<file path="config.mk">
export PLATFORM = sky130hd
export DESIGN_NAME = token_bucket_packet_guard_flat
export DESIGN_NICKNAME = d
export VERILOG_FILES = /design/src/rtl/tbpg_pkg.sv /design/src/rtl/tbpg_if.sv /design/src/rtl/tbpg_regs.sv /design/src/rtl/tbpg_capture.sv /design/src/rtl/tbpg_core.sv /design/src/rtl/token_bucket_packet_guard.sv /design/src/flat_wrapper.sv
export VERILOG_INCLUDE_DIRS = /design/src /design/src/rtl
export SDC_FILE = /design/constraint.sdc
export NUM_CORES = 2
export LEC_CHECK = 0
export BUFFER_PORTS_ARGS = -buffer_cell sky130_fd_sc_hd__buf_2
export CAP_MARGIN = 20
export CORE_MARGIN = 3
export CORE_UTILIZATION = 60
export DETAILED_ROUTE_END_ITERATION = 10
export PLACE_DENSITY = 0.84
export SLEW_MARGIN = 15
export SYNTH_ARGS = -nofsm -noshare
export SYNTH_HDL_FRONTEND = slang
export SYNTH_SLANG_ARGS = --single-unit
</file>
<file path="constraint.sdc">
create_clock -name clk -period 7.5 [get_ports clk]
set_input_delay 0.375 -clock clk [delete_from_list [all_inputs] [get_ports clk]]
set_output_delay 0.375 -clock clk [all_outputs]
set_load 0.005 [all_outputs]
</file>
<file path="src/rtl/token_bucket_packet_guard_defines.svh">
// assertion macros used by the packet guard core
`ifndef TOKEN_BUCKET_PACKET_GUARD_DEFINES_SVH
`define TOKEN_BUCKET_PACKET_GUARD_DEFINES_SVH

// same-cycle implication, clocked on clk, off during reset
`define TBPG_ASSERT_NOW(lbl, ante, cons, msg) \
  lbl: assert property (@(posedge clk) disable iff (!rst_n) (ante) |-> (cons)) \
    else $error(msg);

// next-cycle implication, clocked on clk, off during reset
`define TBPG_ASSERT_NEXT(lbl, ante, cons, msg) \
  lbl: assert property (@(posedge clk) disable iff (!rst_n) (ante) |=> (cons)) \
    else $error(msg);

`endif

</file>
<file path="src/rtl/tbpg_pkg.sv">
// types and constants of the packet guard
package tbpg_pkg;

  localparam int CFG_IDX_W  = 3;
  localparam int CFG_DATA_W = 32;

  // register indexes
  localparam logic [CFG_IDX_W-1:0] REG_BUCKET_CAPACITY  = 3'd0;
  localparam logic [CFG_IDX_W-1:0] REG_REFILL_RATE      = 3'd1;
  localparam logic [CFG_IDX_W-1:0] REG_FAILURE_LIMIT    = 3'd2;
  localparam logic [CFG_IDX_W-1:0] REG_GAP_LIMIT        = 3'd3;
  localparam logic [CFG_IDX_W-1:0] REG_QUARANTINE_TICKS = 3'd4;

  // register reset values
  localparam logic [15:0] RST_BUCKET_CAPACITY  = 16'd64;
  localparam logic [15:0] RST_REFILL_RATE      = 16'd32;
  localparam logic [7:0]  RST_FAILURE_LIMIT    = 8'd8;
  localparam logic [31:0] RST_GAP_LIMIT        = 32'd1024;
  localparam logic [31:0] RST_QUARANTINE_TICKS = 32'd0;

  // command codes
  localparam logic [2:0] CMD_PACKET  = 3'd0;
  localparam logic [2:0] CMD_SUCCESS = 3'd1;
  localparam logic [2:0] CMD_FAILURE = 3'd2;
  localparam logic [2:0] CMD_GAP     = 3'd3;
  localparam logic [2:0] CMD_TICK    = 3'd4;

  // verdict codes
  localparam logic [1:0] V_ACCEPT     = 2'd0;
  localparam logic [1:0] V_THROTTLE   = 2'd1;
  localparam logic [1:0] V_QUARANTINE = 2'd2;
  localparam logic [1:0] V_ANOMALY    = 2'd3;

  localparam logic [7:0] RUN_MAX = 8'hff;

  typedef struct packed {
    logic [15:0] bucket_capacity;
    logic [15:0] refill_rate;
    logic [7:0]  failure_limit;
    logic [31:0] gap_limit;
    logic [31:0] quarantine_ticks;
  } cfg_t;

  // request after the capture stage, with refill and gap test worked out
  typedef struct packed {
    logic [2:0]  command;
    logic        gap_over;
    logic [63:0] tick_number;
    logic [23:0] refill;
  } item_t;

endpackage

</file>
<file path="src/rtl/tbpg_if.sv">
// request and result channels of the packet guard
interface tbpg_in_if;
  logic        valid;
  logic        ready;
  logic [2:0]  command;
  logic [31:0] gap_size;
  logic [63:0] tick_number;
  logic [23:0] elapsed_q16;

  modport source (output valid, command, gap_size, tick_number, elapsed_q16,
                  input ready);
  modport sink (input valid, command, gap_size, tick_number, elapsed_q16,
                output ready);
endinterface

interface tbpg_out_if;
  logic        valid;
  logic        ready;
  logic [1:0]  verdict;
  logic [15:0] tokens_left;
  logic        in_quarantine;
  logic [31:0] anomaly_total;

  modport source (output valid, verdict, tokens_left, in_quarantine, anomaly_total,
                  input ready);
  modport sink (input valid, verdict, tokens_left, in_quarantine, anomaly_total,
                output ready);
endinterface

</file>
<file path="src/rtl/tbpg_regs.sv">
// configuration register file
module tbpg_regs (
  input  logic                           clk,
  input  logic                           rst_n,
  input  logic                           cfg_we,
  input  logic [tbpg_pkg::CFG_IDX_W-1:0]  cfg_index,
  input  logic [tbpg_pkg::CFG_DATA_W-1:0] cfg_wdata,
  output tbpg_pkg::cfg_t                 cfg,
  output logic                           cap_load
);

  tbpg_pkg::cfg_t cfg_r;

  always_ff @(posedge clk) begin
    if (!rst_n) begin
      cfg_r.bucket_capacity  <= tbpg_pkg::RST_BUCKET_CAPACITY;
      cfg_r.refill_rate      <= tbpg_pkg::RST_REFILL_RATE;
      cfg_r.failure_limit    <= tbpg_pkg::RST_FAILURE_LIMIT;
      cfg_r.gap_limit        <= tbpg_pkg::RST_GAP_LIMIT;
      cfg_r.quarantine_ticks <= tbpg_pkg::RST_QUARANTINE_TICKS;
    end else if (cfg_we) begin
      case (cfg_index)
        tbpg_pkg::REG_BUCKET_CAPACITY:  cfg_r.bucket_capacity  <= cfg_wdata[15:0];
        tbpg_pkg::REG_REFILL_RATE:      cfg_r.refill_rate      <= cfg_wdata[15:0];
        tbpg_pkg::REG_FAILURE_LIMIT:    cfg_r.failure_limit    <= cfg_wdata[7:0];
        tbpg_pkg::REG_GAP_LIMIT:        cfg_r.gap_limit        <= cfg_wdata;
        tbpg_pkg::REG_QUARANTINE_TICKS: cfg_r.quarantine_ticks <= cfg_wdata;
        default: begin
        end
      endcase
    end
  end

  assign cfg      = cfg_r;
  // capacity write also reloads the bucket
  assign cap_load = cfg_we && (cfg_index == tbpg_pkg::REG_BUCKET_CAPACITY);

endmodule

</file>
<file path="src/rtl/tbpg_capture.sv">
// input register: takes a request, works out refill and gap test
module tbpg_capture (
  input  logic           clk,
  input  logic           rst_n,
  tbpg_in_if.sink        in_ch,
  input  tbpg_pkg::cfg_t cfg,
  input  logic           advance,
  output logic           s1_valid,
  output tbpg_pkg::item_t s1_item
);

  logic            valid_r;
  tbpg_pkg::item_t item_r;
  tbpg_pkg::item_t item_nxt;
  logic [39:0]     product;
  logic            take;

  assign in_ch.ready = !valid_r || advance;
  assign take        = in_ch.valid && in_ch.ready;

  // tokens per second times Q8.16 seconds, fraction dropped
  assign product = 40'(cfg.refill_rate) * 40'(in_ch.elapsed_q16);

  always_comb begin
    item_nxt.command     = in_ch.command;
    item_nxt.gap_over    = in_ch.gap_size > cfg.gap_limit;
    item_nxt.tick_number = in_ch.tick_number;
    item_nxt.refill      = product[39:16];
  end

  always_ff @(posedge clk) begin
    if (!rst_n) begin
      valid_r <= 1'b0;
    end else if (in_ch.ready) begin
      valid_r <= in_ch.valid;
    end
  end

  always_ff @(posedge clk) begin
    if (take) begin
      item_r <= item_nxt;
    end
  end

  assign s1_valid = valid_r;
  assign s1_item  = item_r;

endmodule

</file>
<file path="src/rtl/tbpg_core.sv">
// guard state update and result register
`include "token_bucket_packet_guard_defines.svh"

module tbpg_core (
  input  logic            clk,
  input  logic            rst_n,
  input  tbpg_pkg::cfg_t  cfg,
  input  logic            cap_load,
  input  logic [15:0]     cap_wdata,
  input  logic            s1_valid,
  input  tbpg_pkg::item_t s1_item,
  output logic            advance,
  tbpg_out_if.source      out_ch
);

  logic [15:0] tok_r, tok_nxt;
  logic [7:0]  run_r, run_nxt;
  logic        quar_r, quar_nxt;
  logic [63:0] deadline_r, deadline_nxt;
  logic [63:0] last_tick_r, last_tick_nxt;
  logic [31:0] anom_r, anom_nxt;
  logic [1:0]  verdict;

  logic        out_valid_r;
  logic [1:0]  out_verdict_r;
  logic [15:0] out_tok_r;
  logic        out_quar_r;
  logic [31:0] out_anom_r;

  logic        fire;
  logic [7:0]  run_inc;
  logic [64:0] deadline_sum;
  logic [24:0] refill_sum;

  logic        chk_spend;
  logic        chk_anom;
  logic        chk_quar_pkt;

  assign advance = !out_valid_r || out_ch.ready;
  assign fire    = s1_valid && advance;

  assign run_inc      = (run_r == tbpg_pkg::RUN_MAX) ? run_r : run_r + 8'd1;
  assign deadline_sum = {1'b0, last_tick_r} + {33'd0, cfg.quarantine_ticks};
  assign refill_sum   = {9'd0, tok_r} + {1'b0, s1_item.refill};

  always_comb begin
    tok_nxt       = tok_r;
    run_nxt       = run_r;
    quar_nxt      = quar_r;
    deadline_nxt  = deadline_r;
    last_tick_nxt = last_tick_r;
    anom_nxt      = anom_r;
    verdict       = tbpg_pkg::V_ACCEPT;
    case (s1_item.command)
      tbpg_pkg::CMD_PACKET: begin
        if (quar_r) begin
          verdict = tbpg_pkg::V_QUARANTINE;
        end else if (tok_r != 16'd0) begin
          tok_nxt = tok_r - 16'd1;
        end else begin
          verdict = tbpg_pkg::V_THROTTLE;
        end
      end
      tbpg_pkg::CMD_SUCCESS: begin
        run_nxt = 8'd0;
      end
      tbpg_pkg::CMD_FAILURE: begin
        run_nxt = run_inc;
        if (run_inc >= cfg.failure_limit && !quar_r) begin
          quar_nxt     = 1'b1;
          deadline_nxt = deadline_sum[64] ? '1 : deadline_sum[63:0];
          verdict      = tbpg_pkg::V_QUARANTINE;
        end
      end
      tbpg_pkg::CMD_GAP: begin
        if (s1_item.gap_over) begin
          anom_nxt = anom_r + 32'd1;
          verdict  = tbpg_pkg::V_ANOMALY;
        end
      end
      tbpg_pkg::CMD_TICK: begin
        last_tick_nxt = s1_item.tick_number;
        if (s1_item.refill != 24'd0) begin
          tok_nxt = (refill_sum < {9'd0, cfg.bucket_capacity}) ? refill_sum[15:0]
                                                               : cfg.bucket_capacity;
        end
        if (quar_r && s1_item.tick_number >= deadline_r) begin
          quar_nxt = 1'b0;
          run_nxt  = 8'd0;
        end
      end
      default: begin
      end
    endcase
  end

  always_ff @(posedge clk) begin
    if (!rst_n) begin
      tok_r       <= tbpg_pkg::RST_BUCKET_CAPACITY;
      run_r       <= 8'd0;
      quar_r      <= 1'b0;
      deadline_r  <= 64'd0;
      last_tick_r <= 64'd0;
      anom_r      <= 32'd0;
    end else begin
      if (fire) begin
        tok_r       <= tok_nxt;
        run_r       <= run_nxt;
        quar_r      <= quar_nxt;
        deadline_r  <= deadline_nxt;
        last_tick_r <= last_tick_nxt;
        anom_r      <= anom_nxt;
      end
      // capacity write reloads the bucket with the value being written
      if (cap_load) begin
        tok_r <= cap_wdata;
      end
    end
  end

  always_ff @(posedge clk) begin
    if (!rst_n) begin
      out_valid_r <= 1'b0;
    end else if (advance) begin
      out_valid_r <= s1_valid;
    end
  end

  always_ff @(posedge clk) begin
    if (fire) begin
      out_verdict_r <= verdict;
      out_tok_r     <= tok_nxt;
      out_quar_r    <= quar_nxt;
      out_anom_r    <= anom_nxt;
    end
  end

  assign out_ch.valid         = out_valid_r;
  assign out_ch.verdict       = out_verdict_r;
  assign out_ch.tokens_left   = out_tok_r;
  assign out_ch.in_quarantine = out_quar_r;
  assign out_ch.anomaly_total = out_anom_r;

  assign chk_spend    = fire && !cap_load && (s1_item.command == tbpg_pkg::CMD_PACKET) &&
                        !quar_r && (tok_r != 16'd0);
  assign chk_anom     = fire && (s1_item.command == tbpg_pkg::CMD_GAP) && s1_item.gap_over;
  assign chk_quar_pkt = fire && quar_r && (s1_item.command == tbpg_pkg::CMD_PACKET);

  `TBPG_ASSERT_NOW(a_tok_in_cap, 1'b1, tok_r <= cfg.bucket_capacity, "token level above cap")
  `TBPG_ASSERT_NEXT(a_pkt_spend, chk_spend, tok_r == $past(tok_r) - 16'd1, "no token spent")
  `TBPG_ASSERT_NEXT(a_anom_count, chk_anom, anom_r == $past(anom_r) + 32'd1, "anomaly not counted")
  `TBPG_ASSERT_NEXT(a_anom_verdict, chk_anom, out_verdict_r == tbpg_pkg::V_ANOMALY, "no alert")
  `TBPG_ASSERT_NEXT(a_quar_pkt, chk_quar_pkt, out_verdict_r == tbpg_pkg::V_QUARANTINE, "quar pass")

endmodule

</file>
<file path="src/rtl/token_bucket_packet_guard.sv">
// throughput: one request per cycle, held off only while a result waits on out_ch.ready
// each request passes an input register and then one update of the guard state
// reset (synchronous, rst_n low): registers to defaults, bucket full, no quarantine,
// counters and tick history zero, both pipeline stages empty
module token_bucket_packet_guard (
  input  logic                           clk,
  input  logic                           rst_n,
  input  logic                           cfg_we,
  input  logic [tbpg_pkg::CFG_IDX_W-1:0]  cfg_index,
  input  logic [tbpg_pkg::CFG_DATA_W-1:0] cfg_wdata,
  tbpg_in_if.sink                        in_ch,
  tbpg_out_if.source                     out_ch
);

  // register file; the user must write it only while the guard is idle, the block does not enforce this
  tbpg_pkg::cfg_t cfg;
  logic           cap_load;

  // capture stage to update stage
  logic            s1_valid;
  tbpg_pkg::item_t s1_item;
  logic            advance;

  tbpg_regs u_regs (
    .clk       (clk),
    .rst_n     (rst_n),
    .cfg_we    (cfg_we),
    .cfg_index (cfg_index),
    .cfg_wdata (cfg_wdata),
    .cfg       (cfg),
    .cap_load  (cap_load)
  );

  // input register; the refill product and the gap compare are done here so
  // the update stage only adds, clamps and compares ticks
  tbpg_capture u_capture (
    .clk      (clk),
    .rst_n    (rst_n),
    .in_ch    (in_ch),
    .cfg      (cfg),
    .advance  (advance),
    .s1_valid (s1_valid),
    .s1_item  (s1_item)
  );

  // state read-modify-write and result register; the next request sees the
  // updated state in the following cycle
  tbpg_core u_core (
    .clk       (clk),
    .rst_n     (rst_n),
    .cfg       (cfg),
    .cap_load  (cap_load),
    .cap_wdata (cfg_wdata[15:0]),
    .s1_valid  (s1_valid),
    .s1_item   (s1_item),
    .advance   (advance),
    .out_ch    (out_ch)
  );

endmodule

</file>
<file path="src/flat_wrapper.sv">
// flat-port wrapper written by rule: the top's interface ports become plain ports
module token_bucket_packet_guard_flat 
  (clk, rst_n, cfg_we, cfg_index, cfg_wdata, in_ch_valid, in_ch_command, in_ch_gap_size, in_ch_tick_number, in_ch_elapsed_q16, in_ch_ready, out_ch_valid, out_ch_verdict, out_ch_tokens_left, out_ch_in_quarantine, out_ch_anomaly_total, out_ch_ready);
  tbpg_in_if in_ch_i ();
  tbpg_out_if out_ch_i ();
  input  logic clk;
  input  logic rst_n;
  input  logic cfg_we;
  input  logic [tbpg_pkg::CFG_IDX_W-1:0] cfg_index;
  input  logic [tbpg_pkg::CFG_DATA_W-1:0] cfg_wdata;
  input wire logic [$bits(in_ch_i.valid)-1:0] in_ch_valid;
  input wire logic [$bits(in_ch_i.command)-1:0] in_ch_command;
  input wire logic [$bits(in_ch_i.gap_size)-1:0] in_ch_gap_size;
  input wire logic [$bits(in_ch_i.tick_number)-1:0] in_ch_tick_number;
  input wire logic [$bits(in_ch_i.elapsed_q16)-1:0] in_ch_elapsed_q16;
  output wire logic [$bits(in_ch_i.ready)-1:0] in_ch_ready;
  output wire logic [$bits(out_ch_i.valid)-1:0] out_ch_valid;
  output wire logic [$bits(out_ch_i.verdict)-1:0] out_ch_verdict;
  output wire logic [$bits(out_ch_i.tokens_left)-1:0] out_ch_tokens_left;
  output wire logic [$bits(out_ch_i.in_quarantine)-1:0] out_ch_in_quarantine;
  output wire logic [$bits(out_ch_i.anomaly_total)-1:0] out_ch_anomaly_total;
  input wire logic [$bits(out_ch_i.ready)-1:0] out_ch_ready;
  assign in_ch_i.valid = in_ch_valid;
  assign in_ch_i.command = in_ch_command;
  assign in_ch_i.gap_size = in_ch_gap_size;
  assign in_ch_i.tick_number = in_ch_tick_number;
  assign in_ch_i.elapsed_q16 = in_ch_elapsed_q16;
  assign in_ch_ready = in_ch_i.ready;
  assign out_ch_valid = out_ch_i.valid;
  assign out_ch_verdict = out_ch_i.verdict;
  assign out_ch_tokens_left = out_ch_i.tokens_left;
  assign out_ch_in_quarantine = out_ch_i.in_quarantine;
  assign out_ch_anomaly_total = out_ch_i.anomaly_total;
  assign out_ch_i.ready = out_ch_ready;
  token_bucket_packet_guard u_core (.clk(clk), .rst_n(rst_n), .cfg_we(cfg_we), .cfg_index(cfg_index), .cfg_wdata(cfg_wdata), .in_ch(in_ch_i), .out_ch(out_ch_i));
endmodule
</file>
# ---- Yosys cells after proc, flatten, opt, wreduce, memory -nomap -nowiden
# Index checks and enable logic that the tools add are counted.
# W data, S select, Z words.
dict set report classes {
  n_eq_ne 10
  n_addsub 5
  mul 1
  n_lt_le_gt_ge 4
  mux 21
  reduce_logical 24
}
# operator count
set op_table {}
lappend op_table {{$mux W16} 6}
lappend op_table {{$add A64 B32 Y65} 1}
lappend op_table {{$ge A64 B64 Y1} 1}
lappend op_table {{$mux W32} 2}
lappend op_table {{$mux W64} 1}
lappend op_table {{$mul A16 B24 Y40} 1}
lappend op_table {{$add A32 B1 Y32 const B} 1}
lappend op_table {{$gt A32 B32 Y1} 1}
lappend op_table {{$pmux W16 S2} 1}
lappend op_table {{$add A16 B24 Y25} 1}
lappend op_table {{$lt A25 B16 Y1} 1}
lappend op_table {{$pmux W8 S3} 1}
lappend op_table {{$reduce_bool A24 Y1} 1}
lappend op_table {{$mux W8} 2}
lappend op_table {{$reduce_bool A16 Y1} 1}
lappend op_table {{$sub A16 B1 Y16 const B} 1}
lappend op_table {{$eq A3 B2 Y1 const B} 4}
lappend op_table {{$reduce_and A2 Y1} 6}
lappend op_table {{$add A8 B1 Y8 const B} 1}
lappend op_table {{$eq A8 B8 Y1 const B} 1}
lappend op_table {{$ge A8 B8 Y1} 1}
lappend op_table {{$eq A3 B1 Y1 const B} 2}
lappend op_table {{$eq A3 B3 Y1 const B} 2}
lappend op_table {{$logic_not A3 Y1} 2}
lappend op_table {{11 further kinds} 23}
dict set report word_totals {
  input_bits 163
  register_bits 434
  out_inout_bits 53
  word_cells 86
}

# ---- Depth between registers and ports, before layout
dict set report logic_depth {
  word_depth 7
  ltp_mapped 25
  mapped_depth_nobuf 24
}

# ---- Hierarchy
# From an unflattened synthesis, not the netlist that was laid out.
dict set report hier_totals {
  cells_unflattened 3835
  area_unflattened_um2 35012.3
}
# mod n_inst area_per_inst_um2 cells_each seq_area_each_um2
set by_module_without_submodules {}
lappend by_module_without_submodules {tbpg_capture 1 15603.7 1602 2782.7}
lappend by_module_without_submodules {tbpg_core 1 15451.1 1851 5255.0}
lappend by_module_without_submodules {tbpg_regs 1 3957.5 382 2082.0}

# ---- Worst setup path before layout
# No wires, ideal clock.
dict set report synth_path {
  path_type {reg2reg}
  from {register u_core.u_regs.cfg_r, in the netlist u_core.u_regs.cfg[81]}
  to {register u_core.u_capture.item_r, in the netlist u_core.u_capture.s1_item[22] (data pin)}
  required_ps 7235
  arrival_time_ps 6321
  slack_ps 914
  path_buffers 2
  path_stages_with_launch 23
  setup_time_ps 265
  period_less_slack_ps 6586
  path_cell_list {dfxtp_1 clkbuf_1 clkbuf_1 nand2_1 fa_1 inv_1 fa_1 fa_1 fa_1 fa_1 inv_1 fa_1 inv_1 ha_1 nor2b_1 o21ai_0 nand2_1 or4_1 o22a_1 o22a_1 a311oi_1 o21ai_0 xor2_1}
}
# item line_no
set synth_lines {}
lappend synth_lines {{from (decl)} tbpg_regs.sv:12} ;# tbpg_pkg::cfg_t cfg_r;
lappend synth_lines {{to (signal assigned)} tbpg_capture.sv:41} ;# item_r <= item_nxt;
lappend synth_lines {{to (decl)} tbpg_capture.sv:13} ;# tbpg_pkg::item_t item_r;

==> flow_summary.json <==
{
  "final_antenna_net_count": 0,
  "synthArstFlopShare_pct": 0,
  "synth_area_um2": 34240,
  "relSlewSlack_pct": 31.61,
  "path_cells": "nand2_1 -> fa_1 -> inv_1 -> fa_1 -> inv_1 -> fa_1 -> inv_1 -> fa_1 -> fa_1 -> inv_1 -> fa_1 -> inv_1 -> ha_1 -> nand3_1 -> nor2_1 -> nand3_1 -> or3b_2 -> a311oi_1 -> o22a_1 -> o22a_1 -> a311oi_1 -> o21ai_0 -> xor2_1",
  "fin_tns_setup_ps": 0,
  "crit_path_end_kind": "flop",
  "final_area_um2": 38130,
  "path_buf_inv": 5,
  "nFillCells": 4247,
  "layout.nets": 4804,
  "top_usage_layer": "met2",
  "critPathKind": "flop to flop",
  "synthCells": 3866,
  "vdd_ir_drop_max_uv": 163.8,
  "startpoint_type": "flop",
  "cp.required_ps": 7840,
  "fin_util_pct": 68.42,
  "first_global_vias": 28354,
  "hold_viol_final": 0,
  "syn_to_final_growth_pct": 11.36,
  "wirelength_mm": 92.24,
  "tightestPinTransition_ps": 1026,
  "cpMostUsedCell": "fa_1",
  "clockRootBuffer": "clkbuf_16",
  "clock_sinks": 434,
  "antenna_found_initial": 8,
  "final-max-slew-violation-count": 0,
  "cts.htree.levels": 2,
  "die_area_um2": 59970,
  "syn-num-nets": 4616,
  "pre_cts_slack_ps": 247.5,
  "rsz0062_at_grt": "no",
  "dp_hpwl_mm": 66.18,
  "arrival_ps": 7470,
  "post_cts_buffers": 0,
  "hp-class": "primary input to flop",
  "synth_seq_cells": 434,
  "grt_util_met1_pct": 40.44,
  "num_vias": 28598,
  "instances_no_fill": 4849,
  "avgRoutedWirePerCell_um": 19.02,
  "vias_per_cell": 5.898,
  "min_period_ps": 7134,
  "grt_max_degree": 134,
  "power.total_mw": 6.185,
  "drt-initial-drc-count": 2807,
  "portBuffers": 215,
  "yosysWarnings": 0,
  "period_share_pct": 95.12,
  "critical_path.top_delay_family": "adder cells",
  "powerDensity_nw_per_um2": 162.2,
  "worst_path_max_delay_cell": "dfxtp_1",
  "finalSetupViolCount": 0,
  "die_y_um": 244.9,
  "die_x_um": 244.9,
  "holdWs_ps": 26.51,
  "insertion_delay_ps": 610,
  "grt_first_pass_wirelength_mm": 147.2,
  "cap_viol_max_count": 0,
  "grt.met2_usage_pct": 48.39,
  "firstDrtPassIters": 9,
  "numCtsBuffers": 47,
  "status": "complete, no violations",
  "cts_tree": "built",
  "clkSlewWorstSetupHoldPaths_ps": 70,
  "drive_gt1_share_pct": 9.235,
  "rows": 86,
  "routabilityCongestion": 0.9401,
  "yosysSeqAreaShare_pct": 29.55,
  "ys.flop_type": "dfxtp_1",
  "cts_buffer_depth": 3,
  "clock_skew_ps": 28.46,
  "yosys.cell_types.count": 76,
  "start_util_pct": 61.43,
  "placedCellCount": 4681,
  "max_freq_ghz": 0.1402,
  "route.detailed.drc": 0,
  "core_area_um2": 55740,
  "path_max_fanout": 15,
  "met3_usage_pct": 8.106,
  "placed_area_um2": 35830,
  "pin_count": 216,
  "overflow": 0,
  "worst-r2r-setup-slack_ps": 370,
  "syn_avg_cell_area_um2": 8.857,
  "setup_slack_ps": 365.6,
  "grtUsageTotal_pct": 30.68,
  "synth_edf_count": 143,
  "power.static_leakage_nw": 16.42,
  "slowest_delay_ps": 690
}
cell type report:
class                   instances  area, um2  area share [%]
multi-input cells            2755      21580           56.60
flip-flops and latches        434      10130           26.57
repair buffers                321       2052           5.381
inverters                     495       1866           4.892
clock buffers                  64       1291           3.386
well taps                     748      935.9           2.454
clock inverters                24      252.7          0.6628
diodes                          8      20.02         0.05250
Yosys cell counts (all sizes together), types with 20 or more instances:
cell	count	area (um2)
a21o	78	585.6
o21a	21	157.7
nand2	707	2654
a221oi	55	481.7
clkbuf	170	638.1
nor4	21	146.4
xor2	62	543.0
fa	307	6146
edfxtp	143	4294
xnor2	89	779.5
and2	174	1089
or3	24	150.1
nor3	38	190.2
nand4	45	294.0
inv	495	1858
nand3	55	275.3
o21ai	84	420.4
nor2b	20	125.1
a21oi	306	1531
dfxtp	291	5826
and3	25	156.4
ha	280	3503
o211ai	22	170.2
nor2	150	563.0
layer usage:
layer	vias to the layer above	wire, um
met1	13705	36370
met3	290	10590
met5	-	0
li1	13146	-
met4	0	3953
met2	1457	41320
power breakdown:
| group | switching [mW] | internal (mW) | total, mW |
|---|---|---|---|
| Sequential | 0.0848 | 2.53 | 2.62 |
| Combinational | 0.727 | 0.492 | 1.22 |
| Clock | 1.02 | 1.33 | 2.35 |
state kept, by name, indices dropped and copies added, names as in the netlist:
name	cells
u_core.u_core.deadline_r	64
u_core.u_core.anom_r	32
u_core.u_regs.cfg	104
u_core.u_core.out_ch.valid	1
u_core.u_core.tok_r	16
u_core.u_core.run_r	8
u_core.u_capture.s1_item	92
u_core.u_core.out_ch.tokens_left	16
u_core.u_core.out_ch.anomaly_total	32
u_core.u_core.last_tick_r	64
u_core.u_core.out_ch.verdict	2
u_core.u_capture.s1_valid	1
u_core.u_core.out_ch.in_quarantine	1
u_core.u_core.quar_r	1
kinds of logic (layout without fill, tap and decap cells):
kind of cell,Yosys count,count (layout),share of synthesized area [%]
xor+xnor,151,151,3.862
compound gates,681,681,12.57
buf+inv,677,904,7.509
simple gates,1312,1312,17.59
mux,24,24,0.7381
other cells,0,8,0
flops,434,434,29.55
fa+ha+maj,587,587,28.18
placed cells by master (no fill, tap or decap), types with 13 or more instances in the layout:
cell,n
or3_1,24
a221oi_1,55
clkbuf_1,13
mux2i_1,14
dfxtp_1,280
o21ai_0,83
buf_2,215
fa_1,307
nor3_1,38
nor4_1,20
nor2b_1,20
xnor2_1,89
nor2_1,148
and3_1,25
nand3_1,55
ha_1,280
nand2b_1,18
edfxtp_1,143
a21o_1,78
inv_1,493
and2_1,172
a211oi_1,16
nand4_1,43
a31oi_1,18
a21oi_1,306
xor2_1,62
dlygate4sd3_1,72
nand2_1,705
o211ai_1,21
clkbuf_16,48
o21a_1,21
buf_4,34
final timing paths:
kind	start	endpoint	cells past startpoint
worst max register to register	u_core.u_regs.cfg[79]$_SDFFE_PN0P_	u_core.u_capture.s1_item[22]$_DFFE_PP_	23
worst min-delay path	cfg_wdata[23]	u_core.u_regs.cfg[23]$_SDFFE_PN0P_	3
worst max-delay path	u_core.u_regs.cfg[79]$_SDFFE_PN0P_	u_core.u_capture.s1_item[22]$_DFFE_PP_	23
worst min register to register	u_core.u_regs.cfg[48]$_SDFFE_PN0P_	u_core.u_regs.cfg[48]$_SDFFE_PN0P_	2
worst register-to-register path: cells and delay by family, from the launching register on:
family          cells  cell delay (ps)
flops               1              690
fa+ha+maj           7             3420
xor+xnor            1              130
compound gates      5             1340
simple gates        5             1010
buf+inv             5              280
timing repair:
action	in CTS	in global routing
gates resized for setup	0	11
endpoints found under the hold margin	72	0
hold buffers	72	0
endpoints found under the setup margin	0	3
Power figures use the tool's default switching activity.
